## src/design/ggpw_pkg.sv

```systemverilog
// ----------------------------------------------------------------------------
// ggpw_pkg: shared types and constants of the greedy grid path walker
// Transaction payloads, register indexes, outcome codes, neighbor offsets
// and controller states.
// ----------------------------------------------------------------------------
`default_nettype none

package ggpw_pkg;

  typedef struct packed {
    logic       op;
    logic [4:0] cell_row;
    logic [4:0] cell_col;
    logic       cell_blocked;
    logic [4:0] goal_row;
    logic [4:0] goal_col;
  } ggpw_in_t;

  typedef struct packed {
    logic [4:0] step_row;
    logic [4:0] step_col;
    logic       step_valid;
    logic       last_step;
    logic [1:0] outcome;
  } ggpw_out_t;

  localparam logic OP_WRITE = 1'b0;
  localparam logic OP_WALK  = 1'b1;

  localparam logic REG_ACTIVE_ROWS = 1'b0;
  localparam logic REG_ACTIVE_COLS = 1'b1;

  localparam logic [5:0] ACTIVE_RESET = 6'd25;

  localparam logic [1:0] OUTC_GOAL  = 2'd0;
  localparam logic [1:0] OUTC_STUCK = 2'd1;
  localparam logic [1:0] OUTC_LIMIT = 2'd2;

  localparam int NB_COUNT = 8;

  // above, upper left, upper right, left, right, below, lower left, lower right
  localparam logic signed [1:0] NB_DR [NB_COUNT] = '{
    -2'sd1, -2'sd1, -2'sd1, 2'sd0, 2'sd0, 2'sd1, 2'sd1, 2'sd1
  };
  localparam logic signed [1:0] NB_DC [NB_COUNT] = '{
    2'sd0, -2'sd1, 2'sd1, -2'sd1, 2'sd1, 2'sd0, -2'sd1, 2'sd1
  };

  typedef enum logic [2:0] {
    ST_IDLE,
    ST_WR_MOD,
    ST_CHECK,
    ST_RD_MID,
    ST_RD_DN,
    ST_EVAL,
    ST_PICK
  } ggpw_state_t;

endpackage

`default_nettype wire

```

## src/design/greedy_grid_path_walker.sv

```systemverilog
// ----------------------------------------------------------------------------
// greedy_grid_path_walker: obstacle map and greedy 8-connected walker
// Busy: a cell write holds busy through its write-back state. A walk holds busy
// per move through three serial map row reads, one evaluation and one pick, then
// through a final goal/limit check, or it ends at the pick when it ends stuck.
// Throughput: one transaction at a time; each result is registered in the cycle
// after its move is known final or not; the receiver cannot stall.
// Reset: synchronous; the map reads as all open (per-row valid flags), sizes 25.
// ----------------------------------------------------------------------------
`default_nettype none

module greedy_grid_path_walker #(
  parameter int GRID_DIM  = 32,
  parameter int MAX_STEPS = 64
) (
  input  wire                 clk,
  input  wire                 rst_n,
  input  wire                 start,
  output logic                busy,
  input  ggpw_pkg::ggpw_in_t  in_data,
  output logic                out_valid,
  output ggpw_pkg::ggpw_out_t out_data,
  input  wire                 cfg_we,
  input  wire                 cfg_idx,
  input  wire  [5:0]          cfg_data
);

  import ggpw_pkg::*;

  localparam int EFF_DIM = (GRID_DIM < 32) ? GRID_DIM : 32;
  localparam int AW      = $clog2(EFF_DIM);
  localparam int CW      = $clog2(MAX_STEPS + 1);
  localparam logic [5:0] EFF_W = 6'(EFF_DIM);

  // map memory, one word per row
  logic [EFF_DIM-1:0] mem [EFF_DIM];
  logic [EFF_DIM-1:0] rd_data_r;
  logic               rd_vld_r;
  logic [EFF_DIM-1:0] row_valid_r;
  logic [AW-1:0]      rd_addr;
  logic               mem_we;
  logic [EFF_DIM-1:0] mem_wd;
  logic [EFF_DIM-1:0] rd_word;

  ggpw_state_t state_r, state_nxt;

  logic [5:0]    rows_r, cols_r;
  logic [5:0]    lim_r6, lim_c6;
  logic [4:0]    cur_r_r, cur_c_r, cur_r_nxt, cur_c_nxt;
  logic [4:0]    prev_r_r, prev_c_r, prev_r_nxt, prev_c_nxt;
  logic          have_prev_r, have_prev_nxt;
  logic [4:0]    goal_r_r, goal_c_r, goal_r_nxt, goal_c_nxt;
  logic [4:0]    wr_row_r, wr_col_r;
  logic          wr_blk_r;
  logic [CW-1:0] cnt_r, cnt_nxt;
  logic          pend_r, pend_nxt;
  logic [4:0]    pend_row_r, pend_col_r, pend_row_nxt, pend_col_nxt;
  logic [EFF_DIM-1:0] row_up_r, row_up_nxt, row_mid_r, row_mid_nxt;

  logic          nb_ok_r   [NB_COUNT];
  logic [10:0]   nb_dist_r [NB_COUNT];
  logic [4:0]    nb_row_r  [NB_COUNT];
  logic [4:0]    nb_col_r  [NB_COUNT];
  logic          nb_ok     [NB_COUNT];
  logic [10:0]   nb_dist   [NB_COUNT];
  logic [4:0]    nb_row    [NB_COUNT];
  logic [4:0]    nb_col    [NB_COUNT];

  logic          out_valid_r, out_valid_nxt;
  ggpw_out_t     out_data_r, out_data_nxt;

  logic          best_found;
  logic [10:0]   best_d;
  logic [4:0]    best_row, best_col;

  logic [6:0]    rd_row7;
  logic          accept;

  assign accept  = start && (state_r == ST_IDLE);
  assign busy    = (state_r != ST_IDLE);
  assign lim_r6  = (rows_r > EFF_W) ? EFF_W : rows_r;
  assign lim_c6  = (cols_r > EFF_W) ? EFF_W : cols_r;
  assign rd_word = rd_vld_r ? rd_data_r : '0;
  assign out_valid = out_valid_r;
  assign out_data  = out_data_r;

  // read address: row above, own row or row below; out-of-grid rows map to 0
  always_comb begin
    case (state_r)
      ST_CHECK:  rd_row7 = {2'b00, cur_r_r} - 7'd1;
      ST_RD_MID: rd_row7 = {2'b00, cur_r_r};
      ST_RD_DN:  rd_row7 = {2'b00, cur_r_r} + 7'd1;
      default:   rd_row7 = {2'b00, in_data.cell_row};
    endcase
    if (!rd_row7[6] && (rd_row7[5:0] < EFF_W)) begin
      rd_addr = rd_row7[AW-1:0];
    end else begin
      rd_addr = '0;
    end
  end

  // cell write is a read-modify-write of one row
  always_comb begin
    mem_we = (state_r == ST_WR_MOD);
    mem_wd = rd_word;
    if (wr_blk_r) begin
      mem_wd = rd_word | (EFF_DIM'(1) << wr_col_r);
    end else begin
      mem_wd = rd_word & ~(EFF_DIM'(1) << wr_col_r);
    end
  end

  always_ff @(posedge clk) begin
    if (mem_we) begin
      mem[wr_row_r[AW-1:0]] <= mem_wd;
    end
    rd_data_r <= mem[rd_addr];
  end

  always_ff @(posedge clk) begin
    if (!rst_n) begin
      row_valid_r <= '0;
      rd_vld_r    <= 1'b0;
    end else begin
      rd_vld_r <= row_valid_r[rd_addr];
      if (mem_we) begin
        row_valid_r[wr_row_r[AW-1:0]] <= 1'b1;
      end
    end
  end

  // neighbor evaluation, eight independent lanes
  always_comb begin
    logic signed [6:0] nr, nc, dgr, dgc;
    logic [6:0]        adr, adc;
    logic [EFF_DIM-1:0] word, shifted;
    logic              in_r, in_c, blk, is_prev;
    for (int k = 0; k < NB_COUNT; k++) begin
      nr = $signed({2'b00, cur_r_r}) + 7'(NB_DR[k]);
      nc = $signed({2'b00, cur_c_r}) + 7'(NB_DC[k]);
      in_r = !nr[6] && (nr[5:0] < lim_r6);
      in_c = !nc[6] && (nc[5:0] < lim_c6);
      if (NB_DR[k] == -2'sd1) begin
        word = row_up_r;
      end else if (NB_DR[k] == 2'sd0) begin
        word = row_mid_r;
      end else begin
        word = rd_word;
      end
      shifted = word >> nc[5:0];
      blk = shifted[0];
      is_prev = have_prev_r && (nr[4:0] == prev_r_r) && (nc[4:0] == prev_c_r);
      nb_ok[k] = in_r && in_c && !blk && !is_prev;
      dgr = $signed({2'b00, goal_r_r}) - nr;
      dgc = $signed({2'b00, goal_c_r}) - nc;
      adr = dgr[6] ? 7'(-dgr) : 7'(dgr);
      adc = dgc[6] ? 7'(-dgc) : 7'(dgc);
      nb_dist[k] = 11'(adr[4:0]) * 11'(adr[4:0]) + 11'(adc[4:0]) * 11'(adc[4:0]);
      nb_row[k] = nr[4:0];
      nb_col[k] = nc[4:0];
    end
  end

  // first strictly smallest distance wins
  always_comb begin
    best_found = 1'b0;
    best_d     = '0;
    best_row   = '0;
    best_col   = '0;
    for (int k = 0; k < NB_COUNT; k++) begin
      if (nb_ok_r[k] && (!best_found || (nb_dist_r[k] < best_d))) begin
        best_found = 1'b1;
        best_d     = nb_dist_r[k];
        best_row   = nb_row_r[k];
        best_col   = nb_col_r[k];
      end
    end
  end

  always_comb begin
    state_nxt     = state_r;
    cur_r_nxt     = cur_r_r;
    cur_c_nxt     = cur_c_r;
    prev_r_nxt    = prev_r_r;
    prev_c_nxt    = prev_c_r;
    have_prev_nxt = have_prev_r;
    goal_r_nxt    = goal_r_r;
    goal_c_nxt    = goal_c_r;
    cnt_nxt       = cnt_r;
    pend_nxt      = pend_r;
    pend_row_nxt  = pend_row_r;
    pend_col_nxt  = pend_col_r;
    row_up_nxt    = row_up_r;
    row_mid_nxt   = row_mid_r;
    out_valid_nxt = 1'b0;
    out_data_nxt  = out_data_r;
    case (state_r)
      ST_IDLE: begin
        if (accept) begin
          if (in_data.op == OP_WALK) begin
            cur_r_nxt     = in_data.cell_row;
            cur_c_nxt     = in_data.cell_col;
            goal_r_nxt    = in_data.goal_row;
            goal_c_nxt    = in_data.goal_col;
            have_prev_nxt = 1'b0;
            cnt_nxt       = '0;
            pend_nxt      = 1'b0;
            state_nxt     = ST_CHECK;
          end else if ((6'(in_data.cell_row) < EFF_W) &&
                       (6'(in_data.cell_col) < EFF_W)) begin
            state_nxt = ST_WR_MOD;
          end
        end
      end
      ST_WR_MOD: begin
        state_nxt = ST_IDLE;
      end
      ST_CHECK: begin
        if ((cur_r_r == goal_r_r && cur_c_r == goal_c_r) ||
            (cnt_r >= CW'(MAX_STEPS))) begin
          out_valid_nxt           = 1'b1;
          out_data_nxt.step_row   = pend_r ? pend_row_r : 5'd0;
          out_data_nxt.step_col   = pend_r ? pend_col_r : 5'd0;
          out_data_nxt.step_valid = pend_r;
          out_data_nxt.last_step  = 1'b1;
          out_data_nxt.outcome    = (cur_r_r == goal_r_r && cur_c_r == goal_c_r)
                                    ? OUTC_GOAL : OUTC_LIMIT;
          state_nxt = ST_IDLE;
        end else begin
          state_nxt = ST_RD_MID;
        end
      end
      ST_RD_MID: begin
        row_up_nxt = rd_word;
        state_nxt  = ST_RD_DN;
      end
      ST_RD_DN: begin
        row_mid_nxt = rd_word;
        state_nxt   = ST_EVAL;
      end
      ST_EVAL: begin
        state_nxt = ST_PICK;
      end
      ST_PICK: begin
        if (!best_found) begin
          out_valid_nxt           = 1'b1;
          out_data_nxt.step_row   = pend_r ? pend_row_r : 5'd0;
          out_data_nxt.step_col   = pend_r ? pend_col_r : 5'd0;
          out_data_nxt.step_valid = pend_r;
          out_data_nxt.last_step  = 1'b1;
          out_data_nxt.outcome    = OUTC_STUCK;
          state_nxt = ST_IDLE;
        end else begin
          // the previous move is known not to be the last one now
          if (pend_r) begin
            out_valid_nxt           = 1'b1;
            out_data_nxt.step_row   = pend_row_r;
            out_data_nxt.step_col   = pend_col_r;
            out_data_nxt.step_valid = 1'b1;
            out_data_nxt.last_step  = 1'b0;
            out_data_nxt.outcome    = OUTC_GOAL;
          end
          pend_nxt      = 1'b1;
          pend_row_nxt  = best_row;
          pend_col_nxt  = best_col;
          prev_r_nxt    = cur_r_r;
          prev_c_nxt    = cur_c_r;
          have_prev_nxt = 1'b1;
          cur_r_nxt     = best_row;
          cur_c_nxt     = best_col;
          cnt_nxt       = cnt_r + CW'(1);
          state_nxt     = ST_CHECK;
        end
      end
      default: begin
        state_nxt = ST_IDLE;
      end
    endcase
  end

  always_ff @(posedge clk) begin
    if (!rst_n) begin
      state_r     <= ST_IDLE;
      rows_r      <= ACTIVE_RESET;
      cols_r      <= ACTIVE_RESET;
      out_valid_r <= 1'b0;
      have_prev_r <= 1'b0;
      pend_r      <= 1'b0;
      cnt_r       <= '0;
    end else begin
      state_r     <= state_nxt;
      out_valid_r <= out_valid_nxt;
      have_prev_r <= have_prev_nxt;
      pend_r      <= pend_nxt;
      cnt_r       <= cnt_nxt;
      if (cfg_we) begin
        if (cfg_idx == REG_ACTIVE_ROWS) begin
          rows_r <= cfg_data;
        end else begin
          rows_r <= rows_r;
        end
        if (cfg_idx == REG_ACTIVE_COLS) begin
          cols_r <= cfg_data;
        end else begin
          cols_r <= cols_r;
        end
      end
    end
  end

  always_ff @(posedge clk) begin
    cur_r_r    <= cur_r_nxt;
    cur_c_r    <= cur_c_nxt;
    prev_r_r   <= prev_r_nxt;
    prev_c_r   <= prev_c_nxt;
    goal_r_r   <= goal_r_nxt;
    goal_c_r   <= goal_c_nxt;
    pend_row_r <= pend_row_nxt;
    pend_col_r <= pend_col_nxt;
    row_up_r   <= row_up_nxt;
    row_mid_r  <= row_mid_nxt;
    out_data_r <= out_data_nxt;
    if (accept) begin
      wr_row_r <= in_data.cell_row;
      wr_col_r <= in_data.cell_col;
      wr_blk_r <= in_data.cell_blocked;
    end
    for (int k = 0; k < NB_COUNT; k++) begin
      nb_ok_r[k]   <= nb_ok[k];
      nb_dist_r[k] <= nb_dist[k];
      nb_row_r[k]  <= nb_row[k];
      nb_col_r[k]  <= nb_col[k];
    end
  end

endmodule

`default_nettype wire
```

## config.mk

```make
export PLATFORM = sky130hd
export DESIGN_NAME = greedy_grid_path_walker
export DESIGN_NICKNAME = d
export VERILOG_FILES = /design/src/design/ggpw_pkg.sv /design/src/design/greedy_grid_path_walker.sv
export SDC_FILE = /design/constraint.sdc
export NUM_CORES = 2
export LEC_CHECK = 0
export ABC_CLOCK_PERIOD_IN_PS = 13100
export BUFFER_PORTS_ARGS = -buffer_cell sky130_fd_sc_hd__buf_2
export CAP_MARGIN = 20
export CORE_MARGIN = 5
export CORE_UTILIZATION = 46
export CTS_CLUSTER_SIZE = 8
export DETAILED_ROUTE_END_ITERATION = 6
export GPL_ROUTABILITY_DRIVEN = 0
export GPL_TIMING_DRIVEN = 0
export MAX_ROUTING_LAYER = met4
export PLACE_DENSITY_LB_ADDON = 0.1
export SLEW_MARGIN = 10
export SYNTH_ARGS = -nofsm -noshare
export SYNTH_HDL_FRONTEND = slang
export SYNTH_SLANG_ARGS = --single-unit
```

## constraint.sdc

```tcl
create_clock -name clk -period 13.1 [get_ports clk]
set_input_delay 0.655 -clock clk [delete_from_list [all_inputs] [get_ports clk]]
set_output_delay 0.655 -clock clk [all_outputs]
set_load 0.005 [all_outputs]
```

-- Yosys cells after proc, flatten, opt, wreduce, memory -nomap -nowiden
Memory sizes are Yosys's and may differ from the RTL's. A register that Yosys moved wholly into a read port is not among the register bits.
Index checks and enable logic that the tools add are counted.
W data, S select, Z words.
- register bits: 186
- bits in writable memories: 1200
- input bits: 33
- word-level logic and storage cells: 294
- memories kept: 5
- memories (name ; words ; bits a word ; rd ports ; clocked after Yosys merged registers in ; write ports ; line ; text):
    mem ; 32 ; 32 ; 1 ; 1 ; 1 ; greedy_grid_path_walker.sv:36 ; logic [EFF_DIM-1:0] mem [EFF_DIM];
    nb_dist_r ; 8 ; 11 ; 8 ; 0 ; 8 ; greedy_grid_path_walker.sv:61 ; logic [10:0] nb_dist_r [NB_COUNT];
    nb_col_r ; 8 ; 5 ; 8 ; 0 ; 8 ; greedy_grid_path_walker.sv:63 ; logic [4:0] nb_col_r [NB_COUNT];
    nb_row_r ; 8 ; 5 ; 8 ; 0 ; 8 ; greedy_grid_path_walker.sv:62 ; logic [4:0] nb_row_r [NB_COUNT];
    nb_ok_r ; 8 ; 1 ; 8 ; 0 ; 8 ; greedy_grid_path_walker.sv:60 ; logic nb_ok_r [NB_COUNT];
- add/subtract/negate cells: 27
- multipliers: 6
- $lt $le $gt $ge: 20
- equality and inequality tests: 19
- shifts and indexed selects: 9
- multiplexer cells: 81
- bitwise logic cells: 5
- reductions and logical operators: 96
- operators by type and width (operator ; count):
    $shr A32 B6 Y1 ; 6
    $mux W5 ; 31
    $add A10 B10 Y11 ; 8
    $lt A11 B11 Y1 ; 7
    $mux W11 ; 7
    $mux W32 ; 2
    $or A32 B32 Y32 ; 2
    $shr A32 B5 Y1 ; 2
    $mul A5 B5 Y10 ; 6
    $logic_and A1 B1 Y1 ; 50
    $mux W14 ; 3
    $eq A5 B5 Y1 ; 8
    $and A32 B32 Y32 ; 1
    $not A32 Y32 ; 1
    $shl A1 B5 Y32 const A ; 1
    $neg A5 Y5 ; 6
    $pmux W14 S2 ; 1
    $logic_not A1 Y1 ; 26
    $lt A6 B6 Y1 ; 4
    $mux W7 ; 3
    $pmux W7 S3 ; 1
    $pmux W5 S2 ; 2
    $add A5 B1 Y6 const B ; 3
    $mux W1 ; 18
    34 further kinds ; 64

-- Longest topological paths before layout
An unclocked memory read counts as a cell.
- depth in word-level cells: 32
- gate-level depth with buffers: 71

-- Least setup slack after synthesis
Ideal clock, no wire load.
- kind: reg-to-reg
- start: mem nb_ok_r[0][0]
- end: reg pend_row_r[1] (data pin)
- library setup time: 260 ps
- data arrival time: 13959 ps
- data required time: 12840 ps
- setup slack: -1119 ps
- stages on the path, launching flop included: 68
- cells stage by stage: dfxtp_1 > buf_2 > buf_1 > nand2_1 > ha_1 > nand4_1 > o311ai_4 > o21a_2 > buf_2 > mux2i_1 > inv_1 > ha_1 > and4_1 > o221ai_1 > o21a_1 > buf_4 > nor2_2 > mux2i_1 > [... 32 more ...] > o21ai_0 > a31oi_1 > o21ai_0 > o21bai_1 > clkbuf_1 > a21o_1 > ha_1 > a21o_1 > a21o_1 > a21oi_1 > o21ai_0 > o22ai_1 > a211oi_1 > o2111ai_1 > and2_1 > buf_2 > nor2_4 > mux2_2
- RTL lines (what ; line ; text):
    start, declared ; greedy_grid_path_walker.sv:60 ;
    end signal, assigned ; greedy_grid_path_walker.sv:318 ; pend_row_r <= pend_row_nxt;
    end, declared ; greedy_grid_path_walker.sv:57 ; logic [4:0] pend_row_r, pend_col_r, pend_row_nxt, pend_col_nxt;

==> run summary <==
Most frequent CP cell: ha_4
CP required: 13.64 ns
Slew @ Worst Pin: 1.283 ns
Final hold viol count: 0
CTS tree: yes
Hold Crit Depth: 1
Switching share of power: 0.3800
Initial antenna violation count: 8
Post-synth ARST share: 0
Max_slew headroom: 0.1388
Arr. time, crit path: 14.94 ns
Clock power frac: 0.247
CP startpoint: nb_ok_r[0][0]$_DFF_P_
Post-DRT Antenna Nets: 0
Wire per inst: 27.05 um
Cts bufs inserted: 188
Post-Syn Area: 0.06412 mm^2
Layout cells sized above 1: 0.1262
CP Launch Type: flip-flop
Yosys reg bits: 1356
Total global routing overflow: 0
Core box area: 0.1390 mm^2
Yosys warns: 0
Crit path kind: flip-flop to flip-flop
Worst setup path end: pend_row_r[4]$_DFFE_PP_
Max cap viols: 0
Final Util: 0.5435
FF-to-FF setup slack: -1.30 ns
Total Routed Length: 211900 um
Internal: 11.18 mW
Seq/Total Area, Yosys: 0.6034
Die Width: 383.3 um
Die ar.: 0.1470 mm^2
Nets@finish: 6200
Post-placement setup slack: -3.908 ns
DRT Pass-1 Iters: 6
Post-synth EDFFs: 1153
Cell area power density: 238.7 mW/mm^2
Area added between synthesis and finish: 17.84%
Vias in the first global route: 44830
Most frequent cells in the layout: 1213 x nand2_1, 1153 x edfxtp_1, 323 x nand3_1
Post-synthesis net count: 5826
Worst min-delay path category: primary input to flip-flop
Final setup violation count: 20
Non-Filler Instances: 7832
Drt drc: 0
First-pass GRT wire length: 304200 um
Seq pwr share: 0.293
Final Max Tran Viols: 0
Via count: 46210
Ports: 49
Synth cell types: 88
R2r endpoint: pend_row_r[4]$_DFFE_PP_
Crit-path slowest cell: o211ai_1
Crit Path Max Fanout: 7
Overall routing resource usage: 0.2919
Syn Inst Count: 5496
Clk sinks: 1356
DIE HEIGHT: 383.3 um
Post-synth top flop: edfxtp_1
Syn Area/Cell: 11.67 um^2
Iter 0 DRT Violations: 4718
Failing checks: negative setup slack
RSZ-0062 raised after global routing: yes
Sw Pwr: 6.852 mW
Dpl cell area: 0.06816 mm^2
Largest net degree at the start of global routing: 33
Worst Setup Slack, final: -1.301 ns
DP HPWL: 149800 um
Fillers: 11780
Design area: 0.07556 mm^2
Cells on worst reg2reg path: 70
Combinational cell fraction of total power: 0.460
Core Rows: 137
Lkg Pwr: 28.27 nW
Final Cycle Share: 1.099
Worst vdd ir: 0.0002546 V
Clk slew on worst S/H paths: 0.05 ns
Worst-skew pair later-pin latency: 0.83 ns
Setup TNS: -23.36 ns
FF-to-FF Start: nb_ok_r[0][0]$_DFF_P_
WHS: 0.08276 ns
Root Driver: clkbuf_16
Most common cell after layout, fill and taps aside: nand2_1
Via density: 5.901
Fin Clk Skew: 0.07791 ns
Status: finished, violations left
Max H-tree Level: 4
Post-Place Cells: 7468
Tmin final: 14.40 ns
Starting Density: 0.4612
Fmax: 69.44 MHz
Critical Path Max Stage Delay: 0.47 ns
Worst setup EP type: flip-flop
IO Port Bufs: 45
Tot Pwr: 18.03 mW
Buffer depth of the longest clock path: 3
synth_stat cells (46+ instances only):
| library cell | instances | share of area |
|---|---|---|
| a21o_1 | 103 | 0.012 |
| a21oi_1 | 171 | 0.013 |
| a311oi_1 | 229 | 0.031 |
| a31oi_1 | 46 | 0.0045 |
| and3_1 | 137 | 0.013 |
| clkbuf_1 | 254 | 0.015 |
| dfxtp_1 | 203 | 0.063 |
| edfxtp_1 | 1153 | 0.54 |
| ha_1 | 267 | 0.052 |
| inv_1 | 232 | 0.014 |
| mux2i_1 | 51 | 0.0080 |
| mux4_2 | 66 | 0.023 |
| nand2_1 | 1222 | 0.072 |
| nand3_1 | 324 | 0.025 |
| nor2_1 | 184 | 0.011 |
| nor3_1 | 72 | 0.0056 |
| o21a_1 | 46 | 0.0054 |
| o21ai_0 | 85 | 0.0066 |
| xnor2_1 | 111 | 0.015 |
flip-flops by register name, indices dropped and copies added, names as in the netlist, 6 cells and up:
register     count
mem           1024
nb_dist_r       78
rd_data_r       32
row_mid_r       32
row_up_r        32
row_valid_r     32
nb_col_r        14
nb_row_r        14
out_data        14
nb_ok_r          8
cnt_r            7
cols_r           6
rows_r           6
cells by family (layout without fill, tap and decap cells):
logic type	after synthesis	after routing	synth area share
AOI/OAI and AO/OA	876	876	0.09821
buffers and inverters	534	991	0.03173
other	0	3	0
xor gates and xnor gates	148	148	0.02022
DFF	1356	1356	0.6034
adders and majority gates	298	298	0.06163
and+or+nand+nor	2126	2126	0.1465
muxes	158	158	0.03835
worst max-delay path: cells and delay by family, from the launching register on:
kind / cells / cell delay (ns)
AO/OA/AOI/OAI: 28 / 5.68
adder cells (fa/ha/maj): 7 / 1.75
flip-flops: 1 / 0.41
AND/OR/NAND/NOR: 14 / 2.28
buffers and inverters: 14 / 2.03
multiplexers: 7 / 1.91
area by class of cell:
class,instances,area (um^2),share of cell area
multi-input combinational,3606,24940,0.3301
clock buffer,255,4956,0.06559
timing repair buffer,186,2116,0.02800
antenna,3,7.507,0.00009936
clock inverter,18,362.8,0.004802
inverter,237,889.6,0.01177
sequential,1356,38690,0.5121
tap,1876,2347,0.03107
buffer,295,1244,0.01646
power by group through the flow:
stage                     Clock (mW)  Combinational, mW  Sequential, mW
after floorplan                    0               4.81            5.25
after detailed placement           0               6.85            5.32
after global placement             0               6.72            5.33
after CTS                       4.51               7.77            5.26
final                           4.46               8.30            5.28
after global routing            4.71               8.98            5.29
per-layer routing:
layer  track usage  up-vias  part of all wire
li1              -    20870                 -
met1        0.3607    22840              0.39
met2        0.4719     2022              0.48
met3       0.04216      486             0.072
met4        0.1487        0             0.062
met5             -        -                 0
what timing repair did:
| action | in CTS | in global routing |
|---|---|---|
| gates cloned | 4 | 0 |
| setup buffers | 62 | 23 |
| hold buffers | 2 | 0 |
| pin swaps | 63 | 72 |
| endpoints found under the hold margin | 2 | 0 |
| resized for setup | 168 | 79 |
| endpoints found under the setup margin | 20 | 20 |
worst min-delay path by stage:
stage / from / to / slack [ns]
floorplan: cur_c_r[3]$_DFFE_PP_ / nb_col_r[0][3]$_DFF_P_ / 0.39
global placement: cnt_r[5]$_SDFFE_PN0P_ / cnt_r[5]$_SDFFE_PN0P_ / 0.45
detailed placement: cnt_r[5]$_SDFFE_PN0P_ / cnt_r[5]$_SDFFE_PN0P_ / 0.45
CTS: in_data[6] / goal_r_r[1]$_DFFE_PP_ / 0.02
global route: in_data[6] / goal_r_r[1]$_DFFE_PP_ / 0.04
finish: in_data[6] / goal_r_r[1]$_DFFE_PP_ / 0.08
(Power assumes the default switching activity.)
